$ cat src/rtl/isu_pkg.sv
package isu_pkg;

  localparam int EVENT_W   = 10;
  localparam int INTV_W    = 24;
  localparam int CFG_REGS  = 4;
  localparam int TABLE_MAX = 16;
  localparam int IDX_W     = 4;

  localparam logic [INTV_W-1:0] INTERVAL_MAX = 24'hFFFFFF;
  localparam logic [7:0]        WILDCARD     = 8'hFF;
  localparam logic [7:0]        NEVER        = 8'hEE;
  localparam int                NET_ENTRY    = 1;
  localparam int                SWELL_EVE_ENTRY = 6;

  localparam logic [1:0] FUNC_TICK = 2'd0;

  typedef enum logic [1:0] {
    MODE_INIT    = 2'd0,
    MODE_OFFLINE = 2'd1,
    MODE_ONLINE  = 2'd2,
    MODE_UPDATE  = 2'd3
  } mode_t;

  // One decoded item as seen by the entry banks.
  typedef struct packed {
    logic        tick;
    logic        go_offline;
    logic        go_online;
    logic        go_update;
    logic [31:0] now;
    logic [4:0]  hour;
    logic [5:0]  minute;
  } sched_op_t;

  function automatic logic [7:0] clk_hour(input logic [IDX_W-1:0] idx);
    logic [7:0] h;
    unique case (idx)
      4'd0:    h = WILDCARD;
      4'd1:    h = 8'd0;
      4'd2:    h = WILDCARD;
      4'd3:    h = 8'd3;
      4'd4:    h = 8'd12;
      4'd5:    h = 8'd21;
      4'd6:    h = 8'd17;
      default: h = NEVER;
    endcase
    return h;
  endfunction

  function automatic logic [7:0] clk_minute(input logic [IDX_W-1:0] idx);
    logic [7:0] m;
    unique case (idx)
      4'd0:    m = WILDCARD;
      4'd1:    m = 8'd1;
      4'd2:    m = 8'd5;
      4'd3,
      4'd4,
      4'd5,
      4'd6:    m = 8'd0;
      default: m = NEVER;
    endcase
    return m;
  endfunction

  function automatic logic [EVENT_W-1:0] clk_event(input logic [IDX_W-1:0] idx);
    logic [EVENT_W-1:0] e;
    unique case (idx)
      4'd0:    e = 10'h008;
      4'd1:    e = 10'h100;
      4'd2:    e = 10'h001;
      4'd3:    e = 10'h002;
      4'd4,
      4'd5,
      4'd6:    e = 10'h004;
      4'd7:    e = 10'h010;
      default: e = '0;
    endcase
    return e;
  endfunction

  function automatic logic clk_force_online(input logic [IDX_W-1:0] idx);
    logic f;
    unique case (idx)
      4'd0, 4'd1, 4'd2, 4'd3, 4'd4, 4'd7: f = 1'b1;
      default:                            f = 1'b0;
    endcase
    return f;
  endfunction

  function automatic logic [EVENT_W-1:0] intv_event(input logic [IDX_W-1:0] idx);
    logic [EVENT_W-1:0] e;
    unique case (idx)
      4'd0:    e = 10'h020;
      4'd1:    e = 10'h040;
      4'd2:    e = 10'h080;
      4'd3:    e = 10'h200;
      default: e = '0;
    endcase
    return e;
  endfunction

endpackage

$ cat src/rtl/isu_intv.sv
module isu_intv
  import isu_pkg::*;
#(
  parameter int ENTRIES = 4
) (
  input  logic                             clk,
  input  logic                             rst,
  input  logic                             go,
  input  sched_op_t                        op,
  input  logic [CFG_REGS-1:0][INTV_W-1:0]  cfg_interval,
  output logic [EVENT_W-1:0]               events
);

  logic [ENTRIES-1:0] fire;

  for (genvar i = 0; i < ENTRIES; i++) begin : g_ent
    logic              active;
    logic [31:0]       last;
    logic [INTV_W-1:0] ival;
    logic [32:0]       diff;

    if (i < CFG_REGS) begin : g_cfg
      assign ival = cfg_interval[i];
    end else begin : g_max
      assign ival = INTERVAL_MAX;
    end

    // Signed time since the last firing; a clock that moved back gives a negative value.
    assign diff    = {1'b0, op.now} - {1'b0, last};
    assign fire[i] = active && op.tick && ($signed(diff) > $signed({9'b0, ival}));

    always_ff @(posedge clk) begin
      if (rst) begin
        active <= 1'b0;
        last   <= '0;
      end else if (go) begin
        if (op.tick) begin
          if (fire[i]) last <= op.now;
        end else if (op.go_offline) begin
          active <= (i == NET_ENTRY);
        end else if (op.go_online) begin
          active <= (i != NET_ENTRY);
          if (i != NET_ENTRY) last <= op.now;
        end else if (op.go_update) begin
          active <= 1'b0;
        end
      end
    end
  end

  always_comb begin
    events = '0;
    for (int i = 0; i < ENTRIES; i++) begin
      if (fire[i]) events = events | intv_event(IDX_W'(i));
    end
  end

endmodule

$ cat src/rtl/isu_clk.sv
module isu_clk
  import isu_pkg::*;
#(
  parameter int ENTRIES = 8
) (
  input  logic               clk,
  input  logic               rst,
  input  logic               go,
  input  sched_op_t          op,
  output logic [EVENT_W-1:0] events
);

  logic [ENTRIES-1:0] fire;

  for (genvar i = 0; i < ENTRIES; i++) begin : g_ent
    localparam logic [IDX_W-1:0] IDX = IDX_W'(i);
    logic       active;
    logic       force_fire;
    logic [4:0] last_hour;
    logic [5:0] last_minute;
    logic       hour_ok;
    logic       minute_ok;
    logic       hit;

    assign hour_ok   = ({3'b0, op.hour} == clk_hour(IDX)) || (clk_hour(IDX) == WILDCARD);
    assign minute_ok = ({2'b0, op.minute} == clk_minute(IDX)) ||
                       (clk_minute(IDX) == WILDCARD);
    // Fire once per matching minute.
    assign hit     = hour_ok && minute_ok &&
                     (op.hour != last_hour || op.minute != last_minute);
    assign fire[i] = active && op.tick && (hit || force_fire);

    always_ff @(posedge clk) begin
      if (rst) begin
        active      <= 1'b0;
        force_fire  <= (i == SWELL_EVE_ENTRY);
        last_hour   <= '0;
        last_minute <= '0;
      end else if (go) begin
        if (op.tick) begin
          if (fire[i]) begin
            last_hour   <= op.hour;
            last_minute <= op.minute;
            force_fire  <= 1'b0;
          end
        end else if (op.go_offline) begin
          active <= 1'b0;
        end else if (op.go_online) begin
          active     <= 1'b1;
          force_fire <= clk_force_online(IDX);
        end else if (op.go_update) begin
          // Time and date entries stay as they are.
          if (i > 1) active <= 1'b0;
        end
      end
    end
  end

  always_comb begin
    events = '0;
    for (int i = 0; i < ENTRIES; i++) begin
      if (fire[i]) events = events | clk_event(IDX_W'(i));
    end
  end

endmodule

$ cat src/rtl/interval_and_clock_event_scheduler_unit.sv
// Channel   Direction  Signals                          Contents
// s_*       in         tvalid tready tdata[47:0] tuser  tick or mode command
// m_*       out        tvalid tready tdata[15:0]        event bits and mode
// apb       in/out     psel penable pwrite paddr[3:0]   four 24-bit interval registers
//
// An item is held in the input register and then moves to the output register;
// one item is accepted every cycle while the output is not stalled.
// The entry state is updated as an item moves to the output register.
// When the output is stalled the input register holds one more item.
// Reset is synchronous; no clearing pass is needed after it.
module interval_and_clock_event_scheduler_unit
  import isu_pkg::*;
#(
  parameter int INTERVAL_ENTRIES = 4,
  parameter int CLOCK_ENTRIES    = 8
) (
  input  logic        clk,
  input  logic        rst,
  input  logic        s_tvalid,
  output logic        s_tready,
  input  logic [47:0] s_tdata,   // epoch_seconds[31:0], hour[36:32], minute[42:37]
  input  logic [1:0]  s_tuser,   // func[1:0]
  output logic        m_tvalid,
  input  logic        m_tready,
  output logic [15:0] m_tdata,   // event_bits[9:0], current_mode[11:10]
  input  logic        psel,
  input  logic        penable,
  input  logic        pwrite,
  input  logic [3:0]  paddr,
  input  logic [31:0] pwdata,
  output logic [31:0] prdata,
  output logic        pready
);

  logic [CFG_REGS-1:0][INTV_W-1:0] cfg_interval;

  logic        in_valid;
  logic [1:0]  in_func;
  logic [31:0] in_now;
  logic [4:0]  in_hour;
  logic [5:0]  in_minute;

  logic               out_valid;
  logic [EVENT_W-1:0] out_events;
  mode_t              out_mode;

  mode_t              mode;
  mode_t              mode_next;
  logic               advance;
  logic               go;
  logic               is_cmd;
  sched_op_t          op;
  logic [EVENT_W-1:0] intv_events;
  logic [EVENT_W-1:0] clk_events;

  assign pready = 1'b1;
  assign prdata = {8'b0, cfg_interval[paddr[3:2]]};

  always_ff @(posedge clk) begin
    if (rst) begin
      cfg_interval[0] <= 24'd86400;
      cfg_interval[1] <= 24'd30;
      cfg_interval[2] <= 24'd1800;
      cfg_interval[3] <= 24'd3600;
    end else if (psel && penable && pwrite && pready) begin
      cfg_interval[paddr[3:2]] <= pwdata[INTV_W-1:0];
    end
  end

  assign advance  = !out_valid || m_tready;
  assign go       = in_valid && advance;
  assign s_tready = !in_valid || advance;

  always_ff @(posedge clk) begin
    if (rst) begin
      in_valid <= 1'b0;
    end else if (s_tready) begin
      in_valid <= s_tvalid;
    end
  end

  always_ff @(posedge clk) begin
    if (s_tvalid && s_tready) begin
      in_func   <= s_tuser;
      in_now    <= s_tdata[31:0];
      in_hour   <= s_tdata[36:32];
      in_minute <= s_tdata[42:37];
    end
  end

  // A command for the mode already in force changes nothing.
  assign is_cmd = (in_func != FUNC_TICK) && (in_func != mode);

  always_comb begin
    op.tick       = (in_func == FUNC_TICK);
    op.go_offline = is_cmd && (in_func == MODE_OFFLINE);
    op.go_online  = is_cmd && (in_func == MODE_ONLINE);
    op.go_update  = is_cmd && (in_func == MODE_UPDATE);
    op.now        = in_now;
    op.hour       = in_hour;
    op.minute     = in_minute;
    mode_next     = is_cmd ? mode_t'(in_func) : mode;
  end

  isu_intv #(
    .ENTRIES(INTERVAL_ENTRIES)
  ) u_intv (
    .clk          (clk),
    .rst          (rst),
    .go           (go),
    .op           (op),
    .cfg_interval (cfg_interval),
    .events       (intv_events)
  );

  isu_clk #(
    .ENTRIES(CLOCK_ENTRIES)
  ) u_clk (
    .clk    (clk),
    .rst    (rst),
    .go     (go),
    .op     (op),
    .events (clk_events)
  );

  always_ff @(posedge clk) begin
    if (rst) begin
      out_valid <= 1'b0;
      mode      <= MODE_INIT;
    end else begin
      if (advance) out_valid <= in_valid;
      if (go) mode <= mode_next;
    end
  end

  always_ff @(posedge clk) begin
    if (go) begin
      out_events <= intv_events | clk_events;
      out_mode   <= mode_next;
    end
  end

  assign m_tvalid = out_valid;
  assign m_tdata  = {4'b0, out_mode, out_events};

`ifndef ASSERT_OFF
  a_cmd_no_events: assert property (@(posedge clk) disable iff (rst)
    go && !op.tick |=> out_events == '0)
    else $error("mode command produced event bits");

  a_mode_no_init: assert property (@(posedge clk) disable iff (rst)
    mode != MODE_INIT |=> mode != MODE_INIT)
    else $error("mode returned to init");

  a_offline_net_only: assert property (@(posedge clk) disable iff (rst)
    go && op.tick && mode == MODE_OFFLINE |=> (out_events & ~10'h040) == '0)
    else $error("offline tick fired an entry other than network check");

  a_hold_in: assert property (@(posedge clk) disable iff (rst)
    in_valid && !advance |=> in_valid && $stable(in_func) && $stable(in_now))
    else $error("pending item lost while output stalled");
`endif

endmodule
$ cat config.mk
export PLATFORM = sky130hd
export DESIGN_NAME = interval_and_clock_event_scheduler_unit
export DESIGN_NICKNAME = d
export VERILOG_FILES = /design/src/rtl/isu_pkg.sv /design/src/rtl/isu_intv.sv /design/src/rtl/isu_clk.sv /design/src/rtl/interval_and_clock_event_scheduler_unit.sv
export SDC_FILE = /design/constraint.sdc
export NUM_CORES = 1
export LEC_CHECK = 0
export BUFFER_PORTS_ARGS = -buffer_cell sky130_fd_sc_hd__buf_2
export CAP_MARGIN = 20
export CELL_PAD_IN_SITES_DETAIL_PLACEMENT = 1
export CELL_PAD_IN_SITES_GLOBAL_PLACEMENT = 1
export CORE_MARGIN = 3
export CORE_UTILIZATION = 43
export CTS_CLUSTER_SIZE = 12
export DETAILED_ROUTE_END_ITERATION = 8
export PLACE_DENSITY = 0.83
export SETUP_SLACK_MARGIN = 0.2
export SYNTH_ARGS = -nofsm -noshare
export SYNTH_HDL_FRONTEND = slang
export SYNTH_SLANG_ARGS = --single-unit
$ cat constraint.sdc
create_clock -name clk -period 5.2 [get_ports clk]
set_clock_uncertainty 0.15 [all_clocks]
set_input_delay 0.52 -clock clk [delete_from_list [all_inputs] [get_ports clk]]
set_output_delay 0.52 -clock clk [all_outputs]
set_load 0.03 [all_outputs]
After elaboration in Yosys (flattened, before gate mapping)

Cells that the tools add are included.

Register bits after elaboration: 373
Bits of input ports: 93
Output and inout port bits: 51
Logic and storage cells: 243

$add $sub $neg: 4
$lt $le $gt $ge: 6
Eq/ne operators: 36
Mux-type cells: 62
Bitwise logic cells: 12
Reduce and logical (&&, ||, !) cells: 81

Operators by type and width:

| cell                                                 | count |
|---|---|
| 2-to-1 mux 32 bit                                    | 8 |
| 2-to-1 mux 10 bit                                    | 20 |
| > comparator 33 x 25 -> 1 bit                        | 4 |
| subtractor 32 x 32 -> 33 bit                         | 4 |
| bitwise mux 96 bit                                   | 1 |
| bitwise OR 10 bit                                    | 9 |
| binary-select mux 24 bit (select 2 bit)              | 1 |
| demux 24 bit (select 2 bit)                          | 1 |
| 2-to-1 mux 24 bit                                    | 2 |
| AND reduction 4 bit                                  | 11 |
| != test 6 bit                                        | 7 |
| logical AND 1 bit                                    | 35 |
| != test 5 bit                                        | 7 |
| AND reduction 3 bit                                  | 10 |
| 2-to-1 mux 1 bit                                     | 26 |
| != test 2 bit (second input constant)                | 11 |
| logical OR 1 bit                                     | 16 |
| equality test 5 bit (second input constant)          | 2 |
| bitwise OR 4 x 10 -> 10 bit                          | 1 |
| bitwise OR 6 x 10 -> 10 bit                          | 1 |
| equality test 6 x 1 -> 1 bit (second input constant) | 1 |
| equality test 6 x 3 -> 1 bit (second input constant) | 1 |
| zero test 6 bit                                      | 1 |
| 2-to-1 mux 6 bit                                     | 1 |
| 16 further kinds                                     | 20 |

Logic depth before layout (Yosys ltp)

Gate-level depths: netlist of run 1.

Word-level depth: 21
Mapped depth: 25

Cells and area by module

A second synthesis of run 1 with hierarchy kept.

Cell total of the unflattened synthesis: 3060
Area, all modules: 26505.4 um^2

Modules (own cells, without submodules):

| module                                  | times used | cells each | area an instance (um^2) |
|---|---|---|---|
| isu_intv                                | 1          | 2055       | 15563.7 |
| interval_and_clock_event_scheduler_unit | 1          | 548        | 6658.9 |
| isu_clk                                 | 1          | 457        | 4282.9 |

Worst setup path after synthesis of run 1

OpenSTA, ideal clock, no wires.

Path kind: reg-to-reg
From: register in_now[0]
To: register u_intv.g_ent[2].last[10]
Setup time: 0.072 ns
Data arrival time: 4.816 ns
Required time: 4.978 ns
Setup slack: 0.162 ns
Stages on the path, launching flop included: 22
Path buffers: 1
Period minus slack after synthesis: 5.038 ns
Cells stage by stage: edfxtp_1 > inv_1 > ha_1 > fa_1 > nand2b_1 > a21o_1 > a2111o_1 > nand2_1 > a31oi_1 > o21ai_0 > o21ai_0 > xnor2_1 > ha_1 > or4_1 > nor2_1 > a41oi_1 > or4b_1 > a2111oi_1 > nand4_1 > nand2_2 > buf_6 > mux2i_1

Cells in the longest elaborated chain, start to end: 5

RTL lines:

| item                          | line                                          | source |
|---|---|---|
| from (decl)                   | interval_and_clock_event_scheduler_unit.sv:39 | `logic [31:0] in_now;` |
| from (signal assigned)        | interval_and_clock_event_scheduler_unit.sv:85 | `in_now <= s_tdata[31:0];` |
| subtractor 32 x 32 -> 33 bit  | isu_intv.sv:29                                | `assign diff = {1'b0, op.now} - {1'b0, last};` |
| > comparator 33 x 25 -> 1 bit | isu_intv.sv:30                                | `assign fire[i] = active && op.tick && ($signed(diff) > $signed({9'b0, ival}));` |
| logical AND 1 bit             | isu_intv.sv:30                                |  |
| != test 2 bit (no line)       | --                                            |  |
| AND reduction 4 bit (no line) | --                                            |  |
| to (signal assigned)          | isu_intv.sv:38                                | `if (fire[i]) last <= op.now;` |
| to (signal assigned)          | isu_intv.sv:43                                | `if (i != NET_ENTRY) last <= op.now;` |
| to (decl)                     | isu_intv.sv:18                                | `logic [31:0] last;` |

No other way between the ends.
A chain may end at the register's enable or synchronous reset.

Final worst setup path of run 1

From: register in_now[0]
To: register u_intv.g_ent[1].last[13]

Cells in the longest elaborated chain, start to end: 4

RTL lines:

| item                          | line |
|---|---|
| subtractor 32 x 32 -> 33 bit  | isu_intv.sv:29 |
| > comparator 33 x 25 -> 1 bit | isu_intv.sv:30 |
| logical AND 1 bit             | isu_intv.sv:30 |
| AND reduction 3 bit (no line) | -- |
| to (signal assigned)          | isu_intv.sv:38 |
| to (signal assigned)          | isu_intv.sv:43 |
| to (decl)                     | isu_intv.sv:18 |

No other way between the ends.

==> results of run 1 <==
-- path summary, 6_finish.rpt --
| kind | from | end |
|---|---|---|
| worst max-delay path | in_now[0] | u_intv.g_ent[1].last[13] |
| worst min-delay path | pwdata[19] | cfg_interval[67] |
| worst max register to register | in_now[0] | u_intv.g_ent[1].last[13] |
| worst min register to register | u_intv.g_ent[1].last[27] | u_intv.g_ent[1].last[27] |
-- timing repair --
action / in CTS / in global routing
gates resized for setup: 128 / 45
hold endpoints to repair: 46 / 0
setup buffers: 44 / 12
gates cloned: 12 / 1
endpoints found under the setup margin: 132 / 132
pin swaps: 80 / 28
hold buffers: 46 / 0
-- worst max-delay path, cell delays in order (launching register included) --
cell and delay [ns]:
sky130_fd_sc_hd__edfxtp_1 0.39, sky130_fd_sc_hd__inv_2 0.08, sky130_fd_sc_hd__buf_12 0.13, sky130_fd_sc_hd__buf_8 0.12, sky130_fd_sc_hd__ha_4 0.15, sky130_fd_sc_hd__fa_2 0.34, sky130_fd_sc_hd__nand2b_4 0.16, sky130_fd_sc_hd__a21o_1 0.19
sky130_fd_sc_hd__buf_4 0.14, sky130_fd_sc_hd__a2111oi_2 0.40, sky130_fd_sc_hd__buf_4 0.21, sky130_fd_sc_hd__nor3_1 0.06, sky130_fd_sc_hd__xnor2_1 0.31, sky130_fd_sc_hd__ha_1 0.33, sky130_fd_sc_hd__nand4_1 0.18, sky130_fd_sc_hd__nor4_4 0.09
sky130_fd_sc_hd__o31a_1 0.17, sky130_fd_sc_hd__a2111oi_2 0.28, sky130_fd_sc_hd__o21ai_1 0.14, sky130_fd_sc_hd__nand2_2 0.21, sky130_fd_sc_hd__o2111ai_4 0.16, sky130_fd_sc_hd__nor4_4 0.32, sky130_fd_sc_hd__a21o_2 0.23, sky130_fd_sc_hd__buf_12 0.15
sky130_fd_sc_hd__buf_16 0.16, sky130_fd_sc_hd__mux2i_1 0.24
-- power by group through the flow --
stage	Sequential, mW	Combinational, mW	Clock (mW)
floorplan	3.09	1.05	0
global placement	3.12	1.58	0
detailed placement	3.12	1.65	0
CTS	3.06	1.82	3.20
global route	3.06	2.06	3.34
finish	3.06	1.91	3.17
-- state kept, by name, summed over array words and instances, names as in the netlist, 2 cells and up --
signal	count
u_intv.g_ent.last	128
cfg_interval	96
u_clk.g_ent.last_minute	42
u_clk.g_ent.last_hour	35
in_now	32
out_events	10
u_clk.g_ent.force_fire	7
in_minute	6
in_hour	5
in_func	2
mode	2
out_mode	2
u_intv.g_ent.active	2
-- per-stage QoR --
stage | hold slack (ns) | setup WS [ns] | area, µm²
after floorplan | 0.287 | 0.206 | 24800
after global placement | 0.296 | -0.553 | 27500
after detailed placement | 0.304 | -0.835 | 27500
after CTS | 0.0133 | -0.250 | 30700
after global routing | 0.0291 | -0.617 | 31000
final | 0.0429 | -0.404 | 31000
-- metal layers --
layer	GRT usage (%)	share of wire, %	routed length, µm
met2	55.7	49	48200
met4	17.9	6.6	6560
met1	38.0	41	40200
met3	3.45	3.8	3790
met5	0	0	0
-- area by class of cell --
cell class	instances	area share, %
multi-input cells	2182	50.7
clock inverters	15	0.565
clock buffers	65	4.14
well taps	756	3.05
inverters	255	3.11
flip-flops and latches	372	25.9
repair buffers	477	12.5
-- placed cells by master, fill, tap and decap left out, types with 14 or more instances in the layout --
cell / instances
sky130_fd_sc_hd__inv_1: 252
sky130_fd_sc_hd__dfxtp_1: 315
sky130_fd_sc_hd__o21a_1: 29
sky130_fd_sc_hd__nand4_1: 54
sky130_fd_sc_hd__clkbuf_1: 14
sky130_fd_sc_hd__a211oi_1: 31
sky130_fd_sc_hd__mux4_2: 24
sky130_fd_sc_hd__nor3_1: 25
sky130_fd_sc_hd__o211ai_1: 34
sky130_fd_sc_hd__dlygate4sd3_1: 46
sky130_fd_sc_hd__a21oi_1: 226
sky130_fd_sc_hd__a21o_1: 54
sky130_fd_sc_hd__and3_1: 16
sky130_fd_sc_hd__o21bai_1: 17
sky130_fd_sc_hd__ha_1: 217
sky130_fd_sc_hd__buf_4: 275
sky130_fd_sc_hd__mux2i_1: 182
sky130_fd_sc_hd__nor2b_1: 17
sky130_fd_sc_hd__buf_2: 114
sky130_fd_sc_hd__nand2_1: 457
sky130_fd_sc_hd__nor2_1: 169
sky130_fd_sc_hd__nand3_1: 54
sky130_fd_sc_hd__o21ai_0: 78
sky130_fd_sc_hd__nor4_1: 15
sky130_fd_sc_hd__nand2b_1: 19
sky130_fd_sc_hd__xnor2_1: 117
sky130_fd_sc_hd__and2_1: 20
sky130_fd_sc_hd__a31oi_1: 25
sky130_fd_sc_hd__clkbuf_16: 47
sky130_fd_sc_hd__xor2_1: 48
sky130_fd_sc_hd__edfxtp_1: 57
-- kinds of logic after synthesis --
| logic type | share of synthesized area, % |
|---|---|
| AOI/OAI and AO/OA | 16.5 |
| xor gates and xnor gates | 6.00 |
| adders and majority gates | 11.6 |
| buffers and inverters | 6.99 |
| DFF | 32.3 |
| muxes | 10.1 |
| other | 0.0303 |
| and+or+nand+nor | 16.4 |
==> flow_summary.toml, run 1 <==
[run_status]
result_of_the_run = "complete, but fails checks"
failed_checks = "negative setup slack"

[synth]
post_synth_inst_count = 2959
synth-edff-count = 57
syn-mean-instance-area_um2 = 8.38
seq_area_frac_synth_pct = 32.3
synthTopCellsByArea = "sky130_fd_sc_hd__dfxtp_1 25%, sky130_fd_sc_hd__ha_1 11%, sky130_fd_sc_hd__mux2i_1 7.9%"
synthDominantAreaCellType = "sky130_fd_sc_hd__dfxtp_1"
postSynth.topFlopCell = "sky130_fd_sc_hd__dfxtp_1"
synth_top_area_share_pct = 25.4
post-synth-top-count-cell = "sky130_fd_sc_hd__nand2_1"
post_synth_instance_area_um2 = 24800
asyncSetResetFlopFracSynth_pct = 0
synth.ff_latch_count = 372
ys_types = 87
yosys_warnings = 0
yosys-top-cells-count = "462 x sky130_fd_sc_hd__nand2_1, 315 x sky130_fd_sc_hd__dfxtp_1, 254 x sky130_fd_sc_hd__inv_1, 235 x sky130_fd_sc_hd__a21oi_1, 224 x sky130_fd_sc_hd__ha_1"

[worst_setup_path]
crit_type = "reg -> reg"
path_max_fanout = 8
startpoint_type = "flip-flop"
r2r_slack_ns = -0.40
worstPathArrival_ns = 5.96
setup.worst_path.end_class = "flip-flop"
crit_required_ns = 5.56
ff2ff_path_depth = 25

[placement]
dp.final_hpwl_um = 69900
io_buffers = 115
placed_cells_incl_taps = 3925
gp_congestion = 0.923

[power]
switching_power_mw = 2.57
p_per_area_nw_per_um2 = 263
share_comb_of_total_power_pct = 23.5
report.power.total_mw = 8.14
sw_frac_of_total_pct = 31.6
clkPwrFrac_pct = 39.0
max_vdd_drop_uv = 282
cellInternalPower_mw = 5.57
leakagePower_nw = 13.0
power.sequential.fraction_pct = 37.6

[routing]
wl_um = 98800
ant_nets = 0
drt-pass1-iter-count = 5
routed-via-count = 23900
drt_drc_violations_left = 0
routed_wire_length_per_instance_um = 24.0
viasPerCell = 5.79
dr.first_iter.drc_count = 1307

[floorplanning]
design.die.area_um2 = 60600
die-height_um = 246
width_of_the_die_um = 246
fp-row-count = 87
io-pin-count = 144
initial_core_util_pct = 43.7
core_area_um2 = 56700

[sta]
grt_setup_unrepaired = "true"
worst_slew_margin_rel_pct = 27.8
number_of_failing_hold_endpoints_at_the_final_stage = 0
slew_viol_final = 0
setup_viol_count_final = 128
layout_min_cycle_time_ns = 5.60
timing.setup.tns_ns = -39.35
layout_worst_path_cycle_share_pct = 108
achievable-frequency_mhz = 178
tightest_slew_ns = 1.08
final_critical_path_setup_slack_ns = -0.404

[final_layout]
register_area_um2 = 8020
diodes_inserted = 0
drive_above_1_share_pct = 19.5
syn2layout_area_growth_pct = 25.0
number_of_nets_in_the_layout = 3653
multiInputGateArea_um2 = 15700
fill_cell_instance_count_of_the_final_layout = 6616
final_core_util_pct = 54.7
instances_no_fill = 4122

[clock_network]
htreeDepth = 2
clk_root_buffer_cell = "sky130_fd_sc_hd__clkbuf_16"
clock_sink_count = 372
cts_buffer_depth = 3
cts.clk_slew.worst_paths_ns = 0.06
total_clock_buffers_created_by_cts = 44
tritoncts = "yes"
clk-insertion-delay-late_ns = 0.61

[global_routing]
grt_pass1_vias = 25600
grt_antenna_before_repair = 1
grt_remaining_overflow = 0
grt_usage_pct = 31.8
grt_pass1_wl_um = 149000
largest_net_degree_at_the_start_of_global_routing = 107

[hold_path]
worst_min_path_class = "in -> reg"
hold-path-cell-count = 3

[run]
maxCapViolations = 0
No activity file was read; power rests on OpenSTA's default activity.
==> run 2: changes to the inputs <==
CORE_UTILIZATION = 48   (was 43)
GPL_TIMING_DRIVEN = 1   (was unset)
PLACE_DENSITY = 0.87   (was 0.83)
clock period = 6.1 ns   (was 5.2 ns; I/O delays follow)
==> run 2 against run 1 <==
Against the previous run: the run now ends clean; non-clock buffer count is 273 lower; hold slack worse by 0.0078 ns; cell count is 8.6% lower; wire length is 7.5% lower; sequential cell count stayed put; count of clock-buffer cells in the layout stayed put; die area is 10% lower; register-to-register slack better by 0.60 ns; worst setup slack better by 0.60 ns; first-iteration DRC count is 14% higher; via count is 3.7% lower; highest routed layer unchanged.
==> flow_summary.toml, run 2 (synthesized netlist as in run 1, its figures left out) <==
[run_status]
result_of_the_run = "finished clean"

[worst_setup_path]
crit_type = "reg -> reg"
setup.worst_path.end_class = "flip-flop"
cpLargestDelayFamily = "simple AND/OR/NAND/NOR gates"
startpoint_type = "flip-flop"
crit_required_ns = 6.46
worstPathArrival_ns = 6.26
path_max_fanout = 6
worst-path-buf-inv = 3
cp_cell_sequence = "ha_2, nand4_1, or3_1, a2111o_1, nand3b_1, xor2_2, ha_1, nand3_1, nor4_2, buf_4, a22oi_1, nor2_1, a41oi_2, or4b_4, a2111oi_4, buf_4, nand4_1, nand2_4, clkbuf_16, mux2i_1"
cpMaxStageDelayCell = "sky130_fd_sc_hd__or4b_4"
cpPeakStageDelay_ns = 0.60

[final_layout]
final_area_um2 = 28300
largest_register_ffs = 128
number_of_nets_in_the_layout = 3381
final_cell_mix = "458 x sky130_fd_sc_hd__nand2_1, 315 x sky130_fd_sc_hd__dfxtp_1, 253 x sky130_fd_sc_hd__inv_1"
drive_above_1_share_pct = 12.7
final_core_util_pct = 55.9
syn2layout_area_growth_pct = 13.9
top_regs = "u_intv.g_ent.last (128), cfg_interval (96), u_clk.g_ent.last_minute (42)"
diodes_inserted = 0
largest-register = "u_intv.g_ent.last"
commonest_non_fill_non_tap_cell_in_the_layout = "sky130_fd_sc_hd__nand2_1"

[routing]
drt-pass1-iter-count = 6
viasPerCell = 6.10
routed-via-count = 23000
wl_um = 91300
routed_wire_length_per_instance_um = 24.2
ant_nets = 0
drt_drc_violations_left = 0
dr.first_iter.drc_count = 1488

[sta]
worst_slew_margin_rel_pct = 31.2
final_critical_path_setup_slack_ns = 0.199
tightest_slew_ns = 1.03
layout_worst_path_cycle_share_pct = 96.7
layout_min_cycle_time_ns = 5.90
grt_setup_unrepaired = "true"
holdWs_ns = 0.0351
slew_viol_final = 0
achievable-frequency_mhz = 169
setup_viol_count_final = 0
number_of_failing_hold_endpoints_at_the_final_stage = 0

[floorplanning]
initial_core_util_pct = 49.0
width_of_the_die_um = 233
core_area_um2 = 50600
fp-row-count = 82
die-height_um = 233
io-pin-count = 144
design.die.area_um2 = 54400

[clock_network]
postCtsHoldBufs = 0
htreeDepth = 2
clock_sink_count = 372
total_clock_buffers_created_by_cts = 45
cts.clk_slew.worst_paths_ns = 0.06
clk-insertion-delay-late_ns = 0.60
cts_buffer_depth = 3
tritoncts = "yes"
clk_root_buffer_cell = "sky130_fd_sc_hd__clkbuf_16"

[global_routing]
grt_antenna_before_repair = 1
grt_usage_pct = 31.9
largest_net_degree_at_the_start_of_global_routing = 111
grt_remaining_overflow = 0
grt_pass1_vias = 24100
grt_pass1_wl_um = 135000

[placement]
dp.final_hpwl_um = 64900
pre_cts_ws_ns = -0.0100
area_of_placed_instances_um2 = 25900
io_buffers = 115
gp_congestion = 0.942

[run]
maxCapViolations = 0

[power]
leakagePower_nw = 11.7
p_per_area_nw_per_um2 = 237
max_vdd_drop_uv = 250
report.power.total_mw = 6.71

[hold_path]
worst_min_path_class = "in -> reg"
## run 2: changes by cell type in the layout (fill, tap and decap cells not counted), sizes merged
| cell | delta |
|---|---|
| buf | -233 |
| bufbuf | +1 |
| clkbuf | +5 |
| clkinv | +2 |
| clkinvlp | -4 |
| dlygate4sd3 | -46 |
| inv | +5 |
## run 2: power by group
group,internal (mW),total (mW),switching [mW]
registers,2.54,2.62,0.0798
clock network,1.54,2.70,1.16
logic,0.526,1.39,0.863
## run 2: stage by stage
stage | cells | TNS [ns]
4_1_cts | 3741 | 0
3_3_place_gp | 3643 | 0
3_5_place_dp | 3643 | -0.0171
6_report | 3768 | 0
5_1_grt | 3768 | -0.0435
2_1_floorplan | 2970 | 0
## run 2: area by class of cell
type,count,area [µm²]
clock buffers,65,1300
clock inverters,18,145
fillers,6002,22300
inverters,255,960
multi-input cells,2182,15400
flip-flops and latches,372,8020
well taps,672,841
repair buffers,204,1560
## run 2: final timing paths
kind                                               start                  endpoint  slack [ns]  cells past startpoint
worst max-delay path                          in_now[18]  u_intv.g_ent[2].last[10]        0.20                     20
worst min-delay path                         s_tdata[16]                in_now[16]        0.04                      1
worst max register to register                in_now[18]  u_intv.g_ent[2].last[10]        0.20                     20
worst min register to register  u_intv.g_ent[0].last[23]  u_intv.g_ent[0].last[23]        0.31                      2
## run 2: what timing repair did
action / 4_1_cts / 5_1_grt
pin swaps: 11 / 30
resized for setup: 23 / 60
gates cloned: 3 / 7
setup endpoints to repair: 123 / 129
buffers inserted: 12 / 17
## run 2: layer usage
layer	part of all wire, %	track usage, %	vias up
met5	0	0	-
met4	7.5	20.7	0
met3	5.3	4.62	300
met2	47	54.4	783
met1	40	37.4	11400
li1	-	-	10500
## run 2: worst reg2reg max path, delay by kind of cell (launching register included)
family,cells,cell delay (ns)
AO/OA/AOI/OAI,4,0.89
adder cells (fa/ha/maj),2,0.87
XOR/XNOR,1,0.13
AND/OR/NAND/NOR,9,2.44
flip-flops,1,0.54
buffers and inverters,3,0.55
multiplexers,1,0.26
